### src/design/mbrp_pkg.sv
// ---------------------------------------------------------------------------
// Modbus read response parser package
// Shared codes, command and status bundles and the CRC-16 byte fold used by
// the parser controller and datapath.
// ---------------------------------------------------------------------------
package mbrp_pkg;

  // Function codes of a read input registers reply.
  localparam logic [7:0] FN_READ_INPUT = 8'h04;
  localparam logic [7:0] FN_EXCEPTION  = 8'h84;

  // CRC-16 constants.
  localparam logic [15:0] CRC_INIT = 16'hFFFF;
  localparam logic [15:0] CRC_POLY = 16'hA001;

  // Frame status codes.
  localparam logic [1:0] ST_OK        = 2'd0;
  localparam logic [1:0] ST_EXCEPTION = 2'd1;
  localparam logic [1:0] ST_BAD       = 2'd2;

  // Item kinds.
  localparam logic KIND_WORD   = 1'b0;
  localparam logic KIND_STATUS = 1'b1;

  // Controller states. The first six double as the parse phase.
  localparam logic [3:0] S_IDLE      = 4'd0;
  localparam logic [3:0] S_FUNC      = 4'd1;
  localparam logic [3:0] S_COUNT     = 4'd2;
  localparam logic [3:0] S_DATA      = 4'd3;
  localparam logic [3:0] S_CRC_LO    = 4'd4;
  localparam logic [3:0] S_CRC_HI    = 4'd5;
  localparam logic [3:0] S_EMIT_ADDR = 4'd6;
  localparam logic [3:0] S_EMIT_DATA = 4'd7;
  localparam logic [3:0] S_EMIT_STAT = 4'd8;

  // Commands from the controller to the datapath.
  typedef struct packed {
    logic       take;         // input word accepted this cycle
    logic       start;        // accepted word opens a new frame
    logic [3:0] phase;        // parse phase the word belongs to
    logic       load_word;    // load a register word into the output stage
    logic       load_status;  // load a status item into the output stage
    logic [1:0] status_code;  // status of that item
  } mbrp_cmd_t;

  // Status from the datapath to the controller.
  typedef struct packed {
    logic func_known;   // byte is a valid function code
    logic is_exc;       // frame is an exception reply
    logic count_bad;    // byte count is too large
    logic count_zero;   // byte count is zero
    logic data_last;    // byte is the last data byte
    logic crc_ok;       // received CRC matches the running CRC
    logic total_zero;   // reply holds no register words
    logic idx_last;     // word being emitted is the last one
    logic out_free;     // output stage can take a new item
  } mbrp_sts_t;

  // Fold one byte into a reflected CRC-16.
  function automatic logic [15:0] crc_fold(input logic [15:0] crc_in,
                                           input logic [7:0] data);
    logic [15:0] c;
    c = crc_in ^ {8'h00, data};
    for (int k = 0; k < 8; k++) begin
      if (c[0]) begin
        c = (c >> 1) ^ CRC_POLY;
      end else begin
        c = c >> 1;
      end
    end
    return c;
  endfunction

endpackage

### src/design/mbrp_ram.sv
// ---------------------------------------------------------------------------
// Generic single-port-write, single-port-read RAM
// One write and one registered read per cycle.
// ---------------------------------------------------------------------------
module mbrp_ram #(
  parameter int WIDTH = 16,
  parameter int DEPTH = 32,
  parameter int AW    = (DEPTH > 1) ? $clog2(DEPTH) : 1
) (
  input  logic             clk,
  input  logic             we,
  input  logic [AW-1:0]    waddr,
  input  logic [WIDTH-1:0] wdata,
  input  logic [AW-1:0]    raddr,
  output logic [WIDTH-1:0] rdata
);

  logic [WIDTH-1:0] mem [DEPTH];

  // Write port and registered read port.
  always_ff @(posedge clk) begin
    if (we) begin
      mem[waddr] <= wdata;
    end
    rdata <= mem[raddr];
  end

endmodule

### src/design/mbrp_ctrl.sv
// ---------------------------------------------------------------------------
// Modbus read response parser controller
// Tracks the parse phase of the current frame and sequences the emission of
// buffered register words and the closing status item.
// ---------------------------------------------------------------------------
module mbrp_ctrl (
  input  logic               clk,
  input  logic               rst,
  input  logic               in_valid,
  input  logic               in_start,
  output logic               in_ready,
  input  mbrp_pkg::mbrp_sts_t sts,
  output mbrp_pkg::mbrp_cmd_t cmd
);
  import mbrp_pkg::*;

  logic [3:0] state;
  logic [3:0] state_next;
  logic       parsing;
  logic       take;

  // Bytes are taken in any parse phase while the output stage has room.
  assign parsing  = (state inside {S_IDLE, S_FUNC, S_COUNT, S_DATA, S_CRC_LO, S_CRC_HI});
  assign in_ready = parsing && sts.out_free;
  assign take     = in_valid && in_ready;

  // Next state and datapath commands.
  always_comb begin
    state_next          = state;
    cmd.take            = take;
    cmd.start           = take && in_start;
    cmd.phase           = state;
    cmd.load_word       = 1'b0;
    cmd.load_status     = 1'b0;
    cmd.status_code     = ST_OK;
    if (take && in_start) begin
      state_next = S_FUNC;
    end else begin
      case (state)
        S_FUNC: begin
          if (take) begin
            if (!sts.func_known) begin
              cmd.load_status = 1'b1;
              cmd.status_code = ST_BAD;
              state_next      = S_IDLE;
            end else begin
              state_next = S_COUNT;
            end
          end
        end
        S_COUNT: begin
          if (take) begin
            if (sts.is_exc) begin
              state_next = S_CRC_LO;
            end else if (sts.count_bad) begin
              cmd.load_status = 1'b1;
              cmd.status_code = ST_BAD;
              state_next      = S_IDLE;
            end else if (sts.count_zero) begin
              state_next = S_CRC_LO;
            end else begin
              state_next = S_DATA;
            end
          end
        end
        S_DATA: begin
          if (take && sts.data_last) begin
            state_next = S_CRC_LO;
          end
        end
        S_CRC_LO: begin
          if (take) begin
            state_next = S_CRC_HI;
          end
        end
        S_CRC_HI: begin
          if (take) begin
            if (!sts.crc_ok) begin
              cmd.load_status = 1'b1;
              cmd.status_code = ST_BAD;
              state_next      = S_IDLE;
            end else if (sts.is_exc) begin
              cmd.load_status = 1'b1;
              cmd.status_code = ST_EXCEPTION;
              state_next      = S_IDLE;
            end else if (sts.total_zero) begin
              cmd.load_status = 1'b1;
              cmd.status_code = ST_OK;
              state_next      = S_IDLE;
            end else begin
              state_next = S_EMIT_ADDR;
            end
          end
        end
        S_EMIT_ADDR: begin
          state_next = S_EMIT_DATA;
        end
        S_EMIT_DATA: begin
          if (sts.out_free) begin
            cmd.load_word = 1'b1;
            state_next    = sts.idx_last ? S_EMIT_STAT : S_EMIT_ADDR;
          end
        end
        S_EMIT_STAT: begin
          if (sts.out_free) begin
            cmd.load_status = 1'b1;
            cmd.status_code = ST_OK;
            state_next      = S_IDLE;
          end
        end
        default: begin
          state_next = state;
        end
      endcase
    end
  end

  // State register.
  always_ff @(posedge clk) begin
    if (rst) begin
      state <= S_IDLE;
    end else begin
      state <= state_next;
    end
  end

endmodule

### src/design/mbrp_datapath.sv
// ---------------------------------------------------------------------------
// Modbus read response parser datapath
// Holds the running CRC, byte position, frame fields and the register word
// buffer, and drives the output stage.
// ---------------------------------------------------------------------------
module mbrp_datapath #(
  parameter int MAX_REGISTERS   = 32,
  parameter int MAX_FRAME_BYTES = 256
) (
  input  logic                clk,
  input  logic                rst,
  input  logic [7:0]          rx_byte,
  input  mbrp_pkg::mbrp_cmd_t cmd,
  output mbrp_pkg::mbrp_sts_t sts,
  output logic                out_valid,
  input  logic                out_ready,
  output logic [55:0]         out_data,
  output logic                out_kind,
  output logic                out_last
);
  import mbrp_pkg::*;

  localparam int         AW        = (MAX_REGISTERS > 1) ? $clog2(MAX_REGISTERS) : 1;
  localparam logic [9:0] MAX_COUNT = 10'(2 * MAX_REGISTERS);
  localparam logic [9:0] MAX_BYTES = 10'(MAX_FRAME_BYTES);
  localparam logic [7:0] MAX_WORDS = 8'(MAX_REGISTERS);

  logic [15:0] crc;
  logic [8:0]  pos;
  logic [7:0]  count;
  logic        is_exc;
  logic [7:0]  held;
  logic [7:0]  frame_addr;
  logic [7:0]  exc_code;
  logic [5:0]  total;
  logic [5:0]  idx;

  logic [8:0]  off;
  logic [8:0]  pos_inc;
  logic [15:0] crc_new;
  logic [5:0]  total_new;
  logic        step;
  logic        ram_we;
  logic [15:0] ram_rdata;

  // Output stage fields.
  logic [1:0]  o_status;
  logic [7:0]  o_exc;
  logic [7:0]  o_addr;
  logic [5:0]  o_idx;
  logic [15:0] o_val;
  logic [5:0]  o_total;
  logic [8:0]  o_flen;

  // Per-byte arithmetic.
  assign step    = cmd.take && !cmd.start;
  assign off     = pos - 9'd3;
  assign pos_inc = pos + 9'd1;
  assign crc_new = crc_fold(crc, rx_byte);
  assign total_new = ({1'b0, rx_byte[7:1]} > MAX_WORDS) ? MAX_WORDS[5:0] : rx_byte[6:1];

  // Status toward the controller.
  always_comb begin
    sts.func_known = rx_byte inside {FN_READ_INPUT, FN_EXCEPTION};
    sts.is_exc     = is_exc;
    sts.count_bad  = ({2'b00, rx_byte} > MAX_COUNT) ||
                     ((10'd5 + {2'b00, rx_byte}) > MAX_BYTES);
    sts.count_zero = (rx_byte == 8'd0);
    sts.data_last  = ((off + 9'd1) >= {1'b0, count});
    sts.crc_ok     = ({rx_byte, held} == crc);
    sts.total_zero = (total == 6'd0);
    sts.idx_last   = ((idx + 6'd1) == total);
    sts.out_free   = !out_valid || out_ready;
  end

  // Frame state updated by each accepted byte, and the word index by each emitted word.
  always_ff @(posedge clk) begin
    if (rst) begin
      crc        <= CRC_INIT;
      pos        <= 9'd0;
      count      <= 8'd0;
      is_exc     <= 1'b0;
      held       <= 8'd0;
      frame_addr <= 8'd0;
      exc_code   <= 8'd0;
      total      <= 6'd0;
      idx        <= 6'd0;
    end else if (cmd.start) begin
      frame_addr <= rx_byte;
      crc        <= crc_fold(CRC_INIT, rx_byte);
      pos        <= 9'd1;
      count      <= 8'd0;
      is_exc     <= 1'b0;
      held       <= 8'd0;
      exc_code   <= 8'd0;
      total      <= 6'd0;
      idx        <= 6'd0;
    end else begin
      if (step) begin
        case (cmd.phase)
          S_FUNC: begin
            pos <= pos_inc;
            crc <= crc_new;
            if (rx_byte == FN_EXCEPTION) begin
              is_exc <= 1'b1;
            end
          end
          S_COUNT: begin
            pos <= pos_inc;
            crc <= crc_new;
            if (is_exc) begin
              exc_code <= rx_byte;
            end else begin
              count <= rx_byte;
              total <= total_new;
            end
          end
          S_DATA: begin
            pos <= pos_inc;
            crc <= crc_new;
            if (!off[0]) begin
              held <= rx_byte;
            end
          end
          S_CRC_LO: begin
            pos  <= pos_inc;
            held <= rx_byte;
          end
          S_CRC_HI: begin
            pos <= pos_inc;
          end
          default: begin
            pos <= pos;
          end
        endcase
      end
      if (cmd.load_word) begin
        idx <= idx + 6'd1;
      end
    end
  end

  // Register word buffer: odd data bytes complete a word.
  assign ram_we = step && (cmd.phase == S_DATA) && off[0] &&
                  ({1'b0, off[8:1]} < {1'b0, MAX_WORDS});

  mbrp_ram #(
    .WIDTH (16),
    .DEPTH (MAX_REGISTERS)
  ) u_buf (
    .clk   (clk),
    .we    (ram_we),
    .waddr (off[AW:1]),
    .wdata ({held, rx_byte}),
    .raddr (idx[AW-1:0]),
    .rdata (ram_rdata)
  );

  // Output stage valid flag.
  always_ff @(posedge clk) begin
    if (rst) begin
      out_valid <= 1'b0;
    end else if (cmd.load_word || cmd.load_status) begin
      out_valid <= 1'b1;
    end else if (out_ready) begin
      out_valid <= 1'b0;
    end
  end

  // Output stage payload.
  always_ff @(posedge clk) begin
    if (cmd.load_word) begin
      out_kind <= KIND_WORD;
      out_last <= 1'b0;
      o_status <= ST_OK;
      o_exc    <= 8'd0;
      o_addr   <= frame_addr;
      o_idx    <= idx;
      o_val    <= ram_rdata;
      o_total  <= total;
      o_flen   <= pos;
    end else if (cmd.load_status) begin
      out_kind <= KIND_STATUS;
      out_last <= 1'b1;
      o_status <= cmd.status_code;
      o_exc    <= (cmd.status_code == ST_EXCEPTION) ? exc_code : 8'd0;
      o_addr   <= frame_addr;
      o_idx    <= 6'd0;
      o_val    <= 16'd0;
      o_total  <= (cmd.status_code == ST_OK) ? total : 6'd0;
      if (cmd.status_code == ST_BAD) begin
        o_flen <= 9'd0;
      end else begin
        o_flen <= cmd.take ? pos_inc : pos;
      end
    end
  end

  assign out_data = {1'b0, o_flen, o_total, o_val, o_idx, o_addr, o_exc, o_status};

endmodule

### src/design/modbus_read_response_parser_unit.sv
// ---------------------------------------------------------------------------
// Modbus RTU read input registers response parser
// Output: a status item for a frame with no register words is registered
// in the cycle after the byte that ends the frame; a register word is read
// from the RAM in the address state and loaded in the data state. Throughput:
// one byte per cycle while parsing and the output register is free; input is
// held off while the words and status item go out, longer while output stalls.
// Reset: synchronous, clears the parser to idle and empties the output.
// ---------------------------------------------------------------------------
module modbus_read_response_parser_unit #(
  parameter int MAX_REGISTERS   = 32,
  parameter int MAX_FRAME_BYTES = 256
) (
  input  logic        clk,
  input  logic        rst,
  input  logic        s_axis_tvalid,
  output logic        s_axis_tready,
  input  logic [7:0]  s_axis_tdata,   // rx_byte
  input  logic        s_axis_tuser,   // frame_start
  output logic        m_axis_tvalid,
  input  logic        m_axis_tready,
  // status[1:0], exception code[9:2], slave address[17:10],
  // register_index[23:18], register_value[39:24], register_total[45:40],
  // frame length[54:46], zero pad[55]
  output logic [55:0] m_axis_tdata,
  output logic        m_axis_tuser,   // item_kind
  output logic        m_axis_tlast    // last_item
);
  import mbrp_pkg::*;

  mbrp_cmd_t cmd;
  mbrp_sts_t sts;

  // Frame controller.
  mbrp_ctrl u_ctrl (
    .clk      (clk),
    .rst      (rst),
    .in_valid (s_axis_tvalid),
    .in_start (s_axis_tuser),
    .in_ready (s_axis_tready),
    .sts      (sts),
    .cmd      (cmd)
  );

  // CRC, frame fields, word buffer and output stage.
  mbrp_datapath #(
    .MAX_REGISTERS   (MAX_REGISTERS),
    .MAX_FRAME_BYTES (MAX_FRAME_BYTES)
  ) u_dp (
    .clk       (clk),
    .rst       (rst),
    .rx_byte   (s_axis_tdata),
    .cmd       (cmd),
    .sts       (sts),
    .out_valid (m_axis_tvalid),
    .out_ready (m_axis_tready),
    .out_data  (m_axis_tdata),
    .out_kind  (m_axis_tuser),
    .out_last  (m_axis_tlast)
  );

endmodule

### config.mk
export PLATFORM = sky130hd
export DESIGN_NAME = modbus_read_response_parser_unit
export DESIGN_NICKNAME = d
export VERILOG_FILES = /design/src/design/mbrp_pkg.sv /design/src/design/mbrp_ram.sv /design/src/design/mbrp_ctrl.sv /design/src/design/mbrp_datapath.sv /design/src/design/modbus_read_response_parser_unit.sv
export SDC_FILE = /design/constraint.sdc
export NUM_CORES = 1
export LEC_CHECK = 0
export BUFFER_PORTS_ARGS = -buffer_cell sky130_fd_sc_hd__buf_4
export CAP_MARGIN = 0
export CORE_MARGIN = 2
export CORE_UTILIZATION = 62
export CTS_BUF_LIST = sky130_fd_sc_hd__clkbuf_8
export CTS_CLUSTER_DIAMETER = 80
export DETAILED_ROUTE_END_ITERATION = 10
export GPL_TIMING_DRIVEN = 1
export PLACE_DENSITY = 0.88
export SETUP_SLACK_MARGIN = 0.15
export SLEW_MARGIN = 20
export SYNTH_ARGS = -nofsm -noshare
export SYNTH_HDL_FRONTEND = slang
export SYNTH_SLANG_ARGS = --single-unit
### constraint.sdc
create_clock -name clk -period 4.9 [get_ports clk]
set_input_delay 0.245 -clock clk [delete_from_list [all_inputs] [get_ports clk]]
set_output_delay 0.245 -clock clk [all_outputs]
set_load 0.05 [all_outputs]
; ---- Word level (Yosys, flattened, before mapping)
; Memories as Yosys holds them, arrays and structs flattened. A register that Yosys moved wholly into a read port is not among the register bits.
; Index checks and enable logic that the tools add are counted.
[totals]
in_bits = 13
mem_count = 1
elab_cells = 207
regBits = 131
mem_bits_rw = 512
[op_classes]
eq_ne = 29
n_reduce_logical = 39
add_sub_neg = 5
bitwise_logic = 19
mux = 88
magnitude_cmp = 5
[memory_table]
columns = memory, depth, width, rd, rd_ports_with_merged_regs, write_ports, line
row1 = u_dp.u_buf.mem, 32, 16, 1, 1, 1, mbrp_ram.sv:18  ; logic [WIDTH-1:0] mem [DEPTH];
[op_table]
columns = op, count
row1 = $mux 16, 35
row2 = $mux 4, 13
row3 = $not 2->3, 16
row4 = $mux 3, 12
row5 = $mux 6, 6
row6 = $mux 9, 4
row7 = $mux 8, 4
row8 = $pmux 4 s8, 1
row9 = $add 9x1->9 const B, 2
row10 = $ne 3x1->1 const B, 6
row11 = $eq 16x16->1, 1
row12 = $eq 4x3->1 const B, 4
row13 = $not 8->16, 1
row14 = $pmux 8 s2, 1
row15 = $reduce_and 8->1, 2
row16 = $xor 16x8->16, 1
row17 = $reduce_bool 2->1, 7
row18 = $ne 2x1->1 const B, 6
row19 = $pmux 3 s4, 1
row20 = $reduce_and 3->1, 4
row21 = $gt 10x9->1 const B, 1
row22 = $mux 1, 10
row23 = $add 3x8->9 const A, 1
row24 = $ge 9x8->1, 1
row25 = other kinds (31), 45

; ---- Longest topological paths before layout
; Gate-level depths: netlist of run 1.
[depth]
depth_word = 34
mapped_depth = 16
mapped_depth_nobuf = 14

; ---- By module
; From an unflattened synthesis of run 1, not the netlist that was laid out.
[unflattened]
hier_cells = 1888
hier_area_um2 = 27581.5
[by_module_without_submodules]
columns = module, seq_area_each_um2, cells_each, area_each_um2, instances
row1 = mbrp_ram, 15695.1, 1143, 20534.7, 1
row2 = mbrp_datapath, 2992.9, 664, 6457.4, 1
row3 = mbrp_ctrl, 80.1, 81, 589.3, 1

; ---- Least setup slack after synthesis of run 1
; No wires, ideal clock.
[synth_path]
path_kind = input -> register
startpoint = input port s_axis_tdata[2]
endpoint = register u_dp.o_addr[0], enable pin
n_path_buf = 2
required_ps = 4336
path_stages = 10
t_arrival_ps = 3091
path_slack_ps = 1245
path_cell_list = clkbuf_1 > inv_1 > ha_1 > and2_1 > a2111oi_0 > o21a_1 > nor2_1 > o311ai_1 > buf_2 > nand2_1
[synth_between]
elab_chain_cells = 9
elab_cells_between_ends = 18
classes_between = add/sub: 1 / order compare: 2 / eq/ne: 3 / mux: 9 / reduce/logical: 3
[synth_rtl]
columns = item, line
row1 = from (decl), modbus_read_response_parser_unit.sv:18  ; input logic [7:0] s_axis_tdata,
row2 = $add 3x8->9, mbrp_datapath.sv:67  ; ((10'd5 + {2'b00, rx_byte}) > MAX_BYTES);
row3 = $gt 10x9->1, mbrp_datapath.sv:67
row4 = $logic_or 1x1->1, mbrp_datapath.sv:66  ; sts.count_bad = ({2'b00, rx_byte} > MAX_COUNT) ||
row5 = $mux 3, mbrp_ctrl.sv:55  ; end else if (sts.count_bad) begin
row6 = $mux 3, mbrp_ctrl.sv:53  ; if (sts.is_exc) begin
row7 = $mux 3, mbrp_ctrl.sv:52  ; if (take) begin
row8 = $pmux 3 s4 (*), mbrp_ctrl.sv:39  ; case (state)
row9 = $mux 4 (*), mbrp_ctrl.sv:36  ; if (take && in_start) begin
row10 = $reduce_bool 2->1 (no line) (*), n/a
row11 = to (signal assigned), mbrp_datapath.sv:177  ; o_addr <= frame_addr;
row12 = to (signal assigned), mbrp_datapath.sv:187  ; o_addr <= frame_addr;
row13 = to (decl), mbrp_datapath.sv:49  ; logic [7:0] o_addr;
; Mark *: on every way between the ends. The rest lies on a longest branch, timed or not.
; A chain may end at the register's enable or synchronous reset.

; ---- Worst setup path after layout of run 1
[layout_path]
startpoint = register u_dp.pos[0]
endpoint = register u_ctrl.state[2]
[layout_between]
elab_chain_cells = 6
[layout_rtl]
columns = item, line
row1 = from (decl), mbrp_datapath.sv:29  ; logic [8:0] pos;
row2 = from (signal assigned), mbrp_datapath.sv:102  ; pos <= pos_inc;
row3 = from (signal assigned), mbrp_datapath.sv:109  ; pos <= pos_inc;
row4 = from (signal assigned), mbrp_datapath.sv:119  ; pos <= pos_inc;
row5 = $sub 9x2->9, mbrp_datapath.sv:57  ; assign off = pos - 9'd3;
row6 = $add 9x1->9, mbrp_datapath.sv:69  ; sts.data_last = ((off + 9'd1) >= {1'b0, count});
row7 = $ge 9x8->1, mbrp_datapath.sv:69
row8 = $logic_and 1x1->1, mbrp_ctrl.sv:67  ; if (take && sts.data_last) begin
row9 = $ne 2x2->1 (no line), n/a
row10 = $reduce_and 8->1 (no line), n/a
row11 = to (signal assigned), mbrp_ctrl.sv:123  ; state <= state_next;
row12 = to (decl), mbrp_ctrl.sv:17  ; logic [3:0] state;
; No other way between the ends.

==> results.py, run 1 <==
metrics = {
    "yosys": {
        "async_flop_share": 0,
        "synth-edff-count": 557,
        "synth_nets": 1592,
        "synth_cells": 1550,
        "yosys_warnings": 0,
        "synth-seq-cells": 659,
        "yosysUniqueCellTypes": 64,
        "post_synth.cell_area_avg_sq_um": 17.2,
        "synth-main-ff-cell": "edfxtp_1",
        "ys_seq_area_frac": 0.703,
        "syn-cell-area_sq_um": 26700,
    },
    "timing": {
        "fin_setup_tns_ps": 0,
        "fin_crit_sh": 0.854,
        "fin_skew_ps": 36.0,
        "fmax_mhz": 239,
        "final_hold_viol_count": 0,
        "setup_viol_count_final": 0,
        "drv_slew": 0,
        "min_period_ps": 4180,
        "max_slew.worst_pin.slew_ps": 1070,
        "rsz0062_at_grt": "false",
        "relSlewSlack": 0.285,
    },
    "route": {
        "post_drt_wl_per_cell_microns": 26.8,
        "wl_mm": 62.0,
        "vias_per_cell": 6.41,
        "drc": 0,
        "drtIter0Drc": 1915,
        "vias": 14867,
        "ant_nets": 0,
        "dr.pass1.iters": 6,
    },
    "setup_path": {
        "critical_path.max_stage_delay_ps": 580,
        "cp_slowest_cell": "dfxtp_1",
        "critical_path.top_delay_family": "compound AO/OA/AOI/OAI gates",
        "cpMostUsedCell": "ha_1",
        "crit_buf_inv": 0,
        "end_kind": "register",
        "arrival_ps": 4740,
        "crit_path_cell_trace": "ha_1, xor2_1, or2_2, nor3_1, nand2_1, xnor2_1, ha_1, a2111oi_0, o21ai_0, a211oi_1, mux2_2, nor2_1, o221a_2",
        "crit_type": "reg2reg",
        "startpoint_type": "register",
        "cp_max_fo": 11,
        "required_ps": 5460,
    },
    "clock_tree": {
        "clk_latency_ps": 660,
        "cts_num_sinks": 659,
        "cts_buffers": 98,
        "cts_root_buffer": "clkbuf_8",
        "path_clk_slew_ps": 70,
        "cts_tree": "done",
        "htree_num_levels": 3,
        "clock_path_buffers": 3,
        "post_cts_buffers": 0,
    },
    "pwr": {
        "power.leakage_nw": 9.76,
        "ir_drop_uv": 220,
        "power_density_nw_per_um2": 368,
    },
    "grt": {
        "grt_max_degree": 72,
        "grt_util_all_layers": 0.285,
        "grt_first_pass_wirelength_mm": 92.8,
        "grt-ovfl-total": 0,
        "antenna_found_initial": 3,
        "grt_pass1_vias": 14983,
    },
    "placed_design": {
        "place.gp.congestion": 0.886,
        "io_buffers": 71,
        "dp_hpwl_mm": 36.2,
    },
    "run_status": {
        "outcome": "finished, final reports clean",
    },
    "final_layout": {
        "multi_input_area_sq_um": 7440,
        "regArea_sq_um": 18800,
        "fillers": 2531,
        "fin_nets": 1729,
        "area_growth_pct": 12.5,
        "drive_gt1_frac": 0.261,
        "fin_util": 0.702,
    },
    "flow_run": {
        "cap_violations": 0,
    },
    "floorplanning": {
        "ioPinCount": 73,
        "num_rows": 76,
        "dieArea_sq_um": 44700,
        "initial_core_util": 0.624,
        "die_h_microns": 211,
        "coreArea_sq_um": 42800,
        "die_w_microns": 211,
    },
    "worst_hold_path": {
        "min_path_type": "in2reg",
    },
}
==> registers in the layout (all words and copies together) (netlist names), 4 cells and up <==
name and flops:
u_dp.u_buf.mem 512, u_dp.crc 16, u_dp.o_val 16, u_dp.u_buf.rdata 16, u_dp.o_flen 9, u_dp.pos 9
u_dp.count 8, u_dp.exc_code 8, u_dp.frame_addr 8, u_dp.held 8, u_dp.o_addr 8, u_dp.o_exc 8
u_dp.idx 6, u_dp.o_idx 6, u_dp.o_total 6, u_dp.total 6, u_ctrl.state 4
==> per-stage QoR <==
stage               cells  hold slack (ps)  instance area (sq um)  worst slack (ps)  total power [mW]
floorplan            1550              339                  26700              1240              6.50
global placement     2129              434                  28000              1050              6.62
detailed placement   2129              419                  28000               835              6.63
CTS                  2316             23.4                  30000               789              11.1
global route         2318             64.4                  30000               214              11.4
finish               2319             70.1                  30000               717              11.0
==> worst paths after layout <==
| check | startpoint | endpoint | slack, ps | cells after the start |
|---|---|---|---|---|
| max | u_dp.pos[0] | u_ctrl.state[2] | 720 | 13 |
| min | s_axis_tdata[0] | u_dp.u_buf.mem[2][0] | 70 | 1 |
| max reg2reg | u_dp.pos[0] | u_ctrl.state[2] | 720 | 13 |
| min reg2reg | u_dp.frame_addr[3] | u_dp.o_addr[3] | 450 | 0 |
==> routing by layer <==
| metal | wire, microns | GRT usage | vias up |
|---|---|---|---|
| met5 | 0 | 0 | - |
| met4 | 1740 | 0.0988 | 0 |
| met1 | 23900 | 0.397 | 7552 |
| met3 | 5600 | 0.0558 | 115 |
| li1 | - | - | 6317 |
| met2 | 30800 | 0.460 | 883 |
==> Yosys cell counts (3+ instances only) <==
| master | count | share of area |
|---|---|---|
| and2_1 | 29 | 0.0068 |
| nand2b_1 | 7 | 0.0016 |
| a32o_1 | 8 | 0.0030 |
| a2111oi_0 | 3 | 0.00098 |
| a211o_1 | 8 | 0.0026 |
| a211oi_1 | 11 | 0.0031 |
| a41oi_1 | 3 | 0.00098 |
| xnor2_1 | 58 | 0.019 |
| ha_1 | 29 | 0.014 |
| nor3_1 | 11 | 0.0021 |
| mux4_2 | 160 | 0.14 |
| nor3b_1 | 9 | 0.0025 |
| xor2_1 | 24 | 0.0079 |
| dfxtp_1 | 102 | 0.077 |
| nand2_1 | 79 | 0.011 |
| or3_1 | 8 | 0.0019 |
| a22oi_1 | 5 | 0.0014 |
| nor2_1 | 139 | 0.020 |
| inv_1 | 24 | 0.0034 |
| clkbuf_1 | 69 | 0.0097 |
| buf_2 | 7 | 0.0013 |
| nor4_1 | 7 | 0.0016 |
| and3_1 | 4 | 0.00094 |
| a31oi_1 | 6 | 0.0014 |
| mux2_2 | 17 | 0.0072 |
| nand3_1 | 27 | 0.0051 |
| nor2b_1 | 7 | 0.0016 |
| o21ai_0 | 13 | 0.0024 |
| a21oi_1 | 49 | 0.0092 |
| edfxtp_1 | 557 | 0.63 |
| buf_1 | 14 | 0.0020 |
| buf_4 | 3 | 0.00084 |
| a21o_1 | 3 | 0.00084 |
| nand4_1 | 9 | 0.0021 |
==> layout make-up <==
| class | instances | area share |
|---|---|---|
| diodes | 2 | 0.000167 |
| clock buffers | 112 | 0.0513 |
| clock inverters | 72 | 0.0158 |
| inverters | 24 | 0.00300 |
| multi-input cells | 771 | 0.248 |
| flip-flops and latches | 659 | 0.625 |
| well taps | 546 | 0.0227 |
| repair buffers | 133 | 0.0342 |
==> placed cells by master, fill, tap and decap left out, types with 49 or more instances in the layout <==
cell type,n
mux4_2,160
clkbuf_8,112
xnor2_1,58
dfxtp_1,98
nor2_1,139
inv_1,55
edfxtp_1,557
a21oi_1,49
nand2_1,78
buf_4,129
==> where the power goes <==
group	internal [mW]	switching, mW	leakage, nW	total, mW
clock network	2.42	2.10	1.15	4.52
registers	6.07	0.0369	5.70	6.10
logic	0.152	0.271	2.91	0.423
total	8.64	2.40	9.76	11.0
==> what timing repair did <==
item,4_1_cts,5_1_grt
gates resized for setup,0,0
hold buffers,3,0
hold endpoints to repair,16,0
==> logic make-up (layout without fill, tap and decap cells) <==
logic type	after synthesis	count (layout)	share of synthesized area
DFF	659	659	0.703
and+or+nand+nor	346	346	0.0601
muxes	179	179	0.143
AOI/OAI and AO/OA	132	132	0.0331
buffers and inverters	120	341	0.0186
xor gates and xnor gates	84	84	0.0284
adders and majority gates	29	29	0.0136
other	1	3	0.000140
No activity file was read; power rests on OpenSTA's default activity.
==> run 2, diff against run 1 <==
CORE_UTILIZATION = 35   (was 62)
PLACE_DENSITY = 0.59   (was 0.88)
==> run 2 against run 1 <==
Count of clock-buffer cells in the layout up 2. Via count down 4.0%. Sequential power about the same. Wire length up 1.6%. Flip-flop and latch count unchanged. Power about the same. Critical endpoint unchanged.
==> results.py, run 2 (same netlist as run 1, synthesis figures left out) <==
metrics = {
    "run_status": {
        "outcome": "finished, final reports clean",
    },
    "timing": {
        "rsz0062_at_grt": "false",
        "fin_crit_sh": 0.804,
        "min_period_ps": 3940,
        "setup_viol_count_final": 0,
        "fin_setup_tns_ps": 0,
        "final_hold_viol_count": 0,
        "drv_slew": 0,
        "max_slew.worst_pin.slew_ps": 1110,
        "fin_skew_ps": 46.9,
        "fmax_mhz": 254,
        "relSlewSlack": 0.260,
    },
    "clock_tree": {
        "cts_buffers": 104,
        "path_clk_slew_ps": 60,
        "htree_num_levels": 3,
        "post_cts_buffers": 0,
        "clock_path_buffers": 3,
        "clk_latency_ps": 720,
        "cts_tree": "done",
        "cts_num_sinks": 659,
        "cts_root_buffer": "clkbuf_8",
    },
    "pwr": {
        "clkPwrFrac": 0.408,
        "p_sw_mw": 2.46,
        "power.internal_mw": 8.59,
        "power_density_nw_per_um2": 360,
        "power.leakage_nw": 9.80,
        "pwr-share-comb": 0.039,
        "ir_drop_uv": 213,
        "power_frac_seq": 0.552,
        "p_sw_frac": 0.223,
    },
    "setup_path": {
        "cpMostUsedCell": "ha_1",
        "end_kind": "register",
        "cp_slowest_cell": "dfxtp_1",
        "rrSetupSlack_ps": 960,
        "critical_path.top_delay_family": "compound AO/OA/AOI/OAI gates",
        "required_ps": 5470,
        "crit_type": "reg2reg",
        "cp_max_fo": 11,
        "crit_buf_inv": 0,
        "critical_path.max_stage_delay_ps": 570,
        "startpoint_type": "register",
        "crit_path_cell_trace": "ha_1, xor2_1, or2_2, nor3_1, nand2_1, xnor2_1, ha_1, a2111oi_0, o21ai_0, a211oi_1, mux2_2, nor2_1, o221a_2",
        "arrival_ps": 4520,
    },
    "floorplanning": {
        "die_w_microns": 280,
        "num_rows": 101,
        "dieArea_sq_um": 78500,
        "initial_core_util": 0.353,
        "ioPinCount": 73,
        "die_h_microns": 280,
        "coreArea_sq_um": 75700,
    },
    "route": {
        "dr.pass1.iters": 4,
        "post_drt_wl_per_cell_microns": 22.8,
        "drc": 0,
        "ant_nets": 0,
        "wl_mm": 63.0,
        "vias_per_cell": 5.18,
        "vias": 14279,
        "drtIter0Drc": 1358,
    },
    "grt": {
        "grt_max_degree": 133,
        "grt_pass1_vias": 14576,
        "grt-ovfl-total": 0,
        "grt_util_all_layers": 0.162,
        "antenna_found_initial": 1,
        "grt_first_pass_wirelength_mm": 94.2,
    },
    "worst_hold_path": {
        "min_path_type": "in2reg",
    },
    "placed_design": {
        "place.gp.congestion": 0.809,
        "dp_hpwl_mm": 36.6,
        "io_buffers": 71,
    },
    "final_layout": {
        "largest_register_ff_count": 512,
        "area_growth_pct": 14.9,
        "fin_nets": 1738,
        "drive_gt1_frac": 0.253,
        "fin_util": 0.405,
        "largest-register": "u_dp.u_buf.mem",
        "final_common_cell": "edfxtp_1",
        "final_cell_mix": "edfxtp_1, mux4_2, nor2_1",
    },
    "flow_run": {
        "cap_violations": 0,
    },
}
[run 2: worst register-to-register path: stages, from the launching register on]
cell and delay (ps):
dfxtp_1 570, ha_1 450, xor2_1 210, or2_2 410, nor3_1 310, nand2_1 110, xnor2_1 150, ha_1 320
a2111oi_0 320, o21ai_0 210, a211oi_1 260, mux2_2 190, nor2_1 70, o221a_2 250
[run 2: power by group through the flow]
stage	sequential (mW)	combinational, mW	clock, mW
2_1_floorplan	6.25	0.259	0
3_3_place_gp	6.22	0.418	0
3_5_place_dp	6.22	0.424	0
4_1_cts	6.10	0.436	4.63
5_1_grt	6.10	0.478	4.87
6_report	6.10	0.434	4.51
[run 2: path summary, 6_finish.rpt]
check | end | from | cells past startpoint
min | u_dp.u_buf.mem[5][3] | s_axis_tdata[3] | 1
max | u_ctrl.state[2] | u_dp.pos[0] | 13
min reg2reg | u_dp.o_addr[6] | u_dp.frame_addr[6] | 0
max reg2reg | u_ctrl.state[2] | u_dp.pos[0] | 13
[run 2: area by class of cell]
cell class | instances | area [sq um]
Clock inverter | 75 | 453
Multi-Input combinational cell | 771 | 7450
Sequential cell | 659 | 18800
Timing Repair Buffer | 136 | 1100
Antenna cell | 1 | 2.50
Tap cell | 978 | 1220
Fill cell | 6776 | 45000
Inverter | 24 | 90.1
Clock buffer | 114 | 1570
[run 2: stage by stage]
stage / area, sq um / hold WS, ps / std cells / total power [mW] / setup slack, ps
floorplan: 26700 / 339 / 1550 / 6.50 / 1240
global placement: 28500 / 415 / 2558 / 6.64 / 969
detailed placement: 28500 / 416 / 2558 / 6.64 / 969
CTS: 30700 / 4.74 / 2757 / 11.2 / 948
global route: 30700 / 35.9 / 2758 / 11.5 / 527
finish: 30700 / 53.5 / 2758 / 11.0 / 958
[run 2: repair_timing]
action                    in CTS  in global routing
resized for setup              0                  0
hold buffers                  10                  0
hold endpoints to repair     183                  0
[run 2: layer usage]
metal / wire length (microns) / vias to the layer above / GRT usage
met5: 0 / - / 0
met1: 27400 / 7363 / 0.225
met3: 3880 / 105 / 0.0307
met2: 30400 / 481 / 0.261
met4: 1310 / 0 / 0.0451
li1: - / 6330 / -
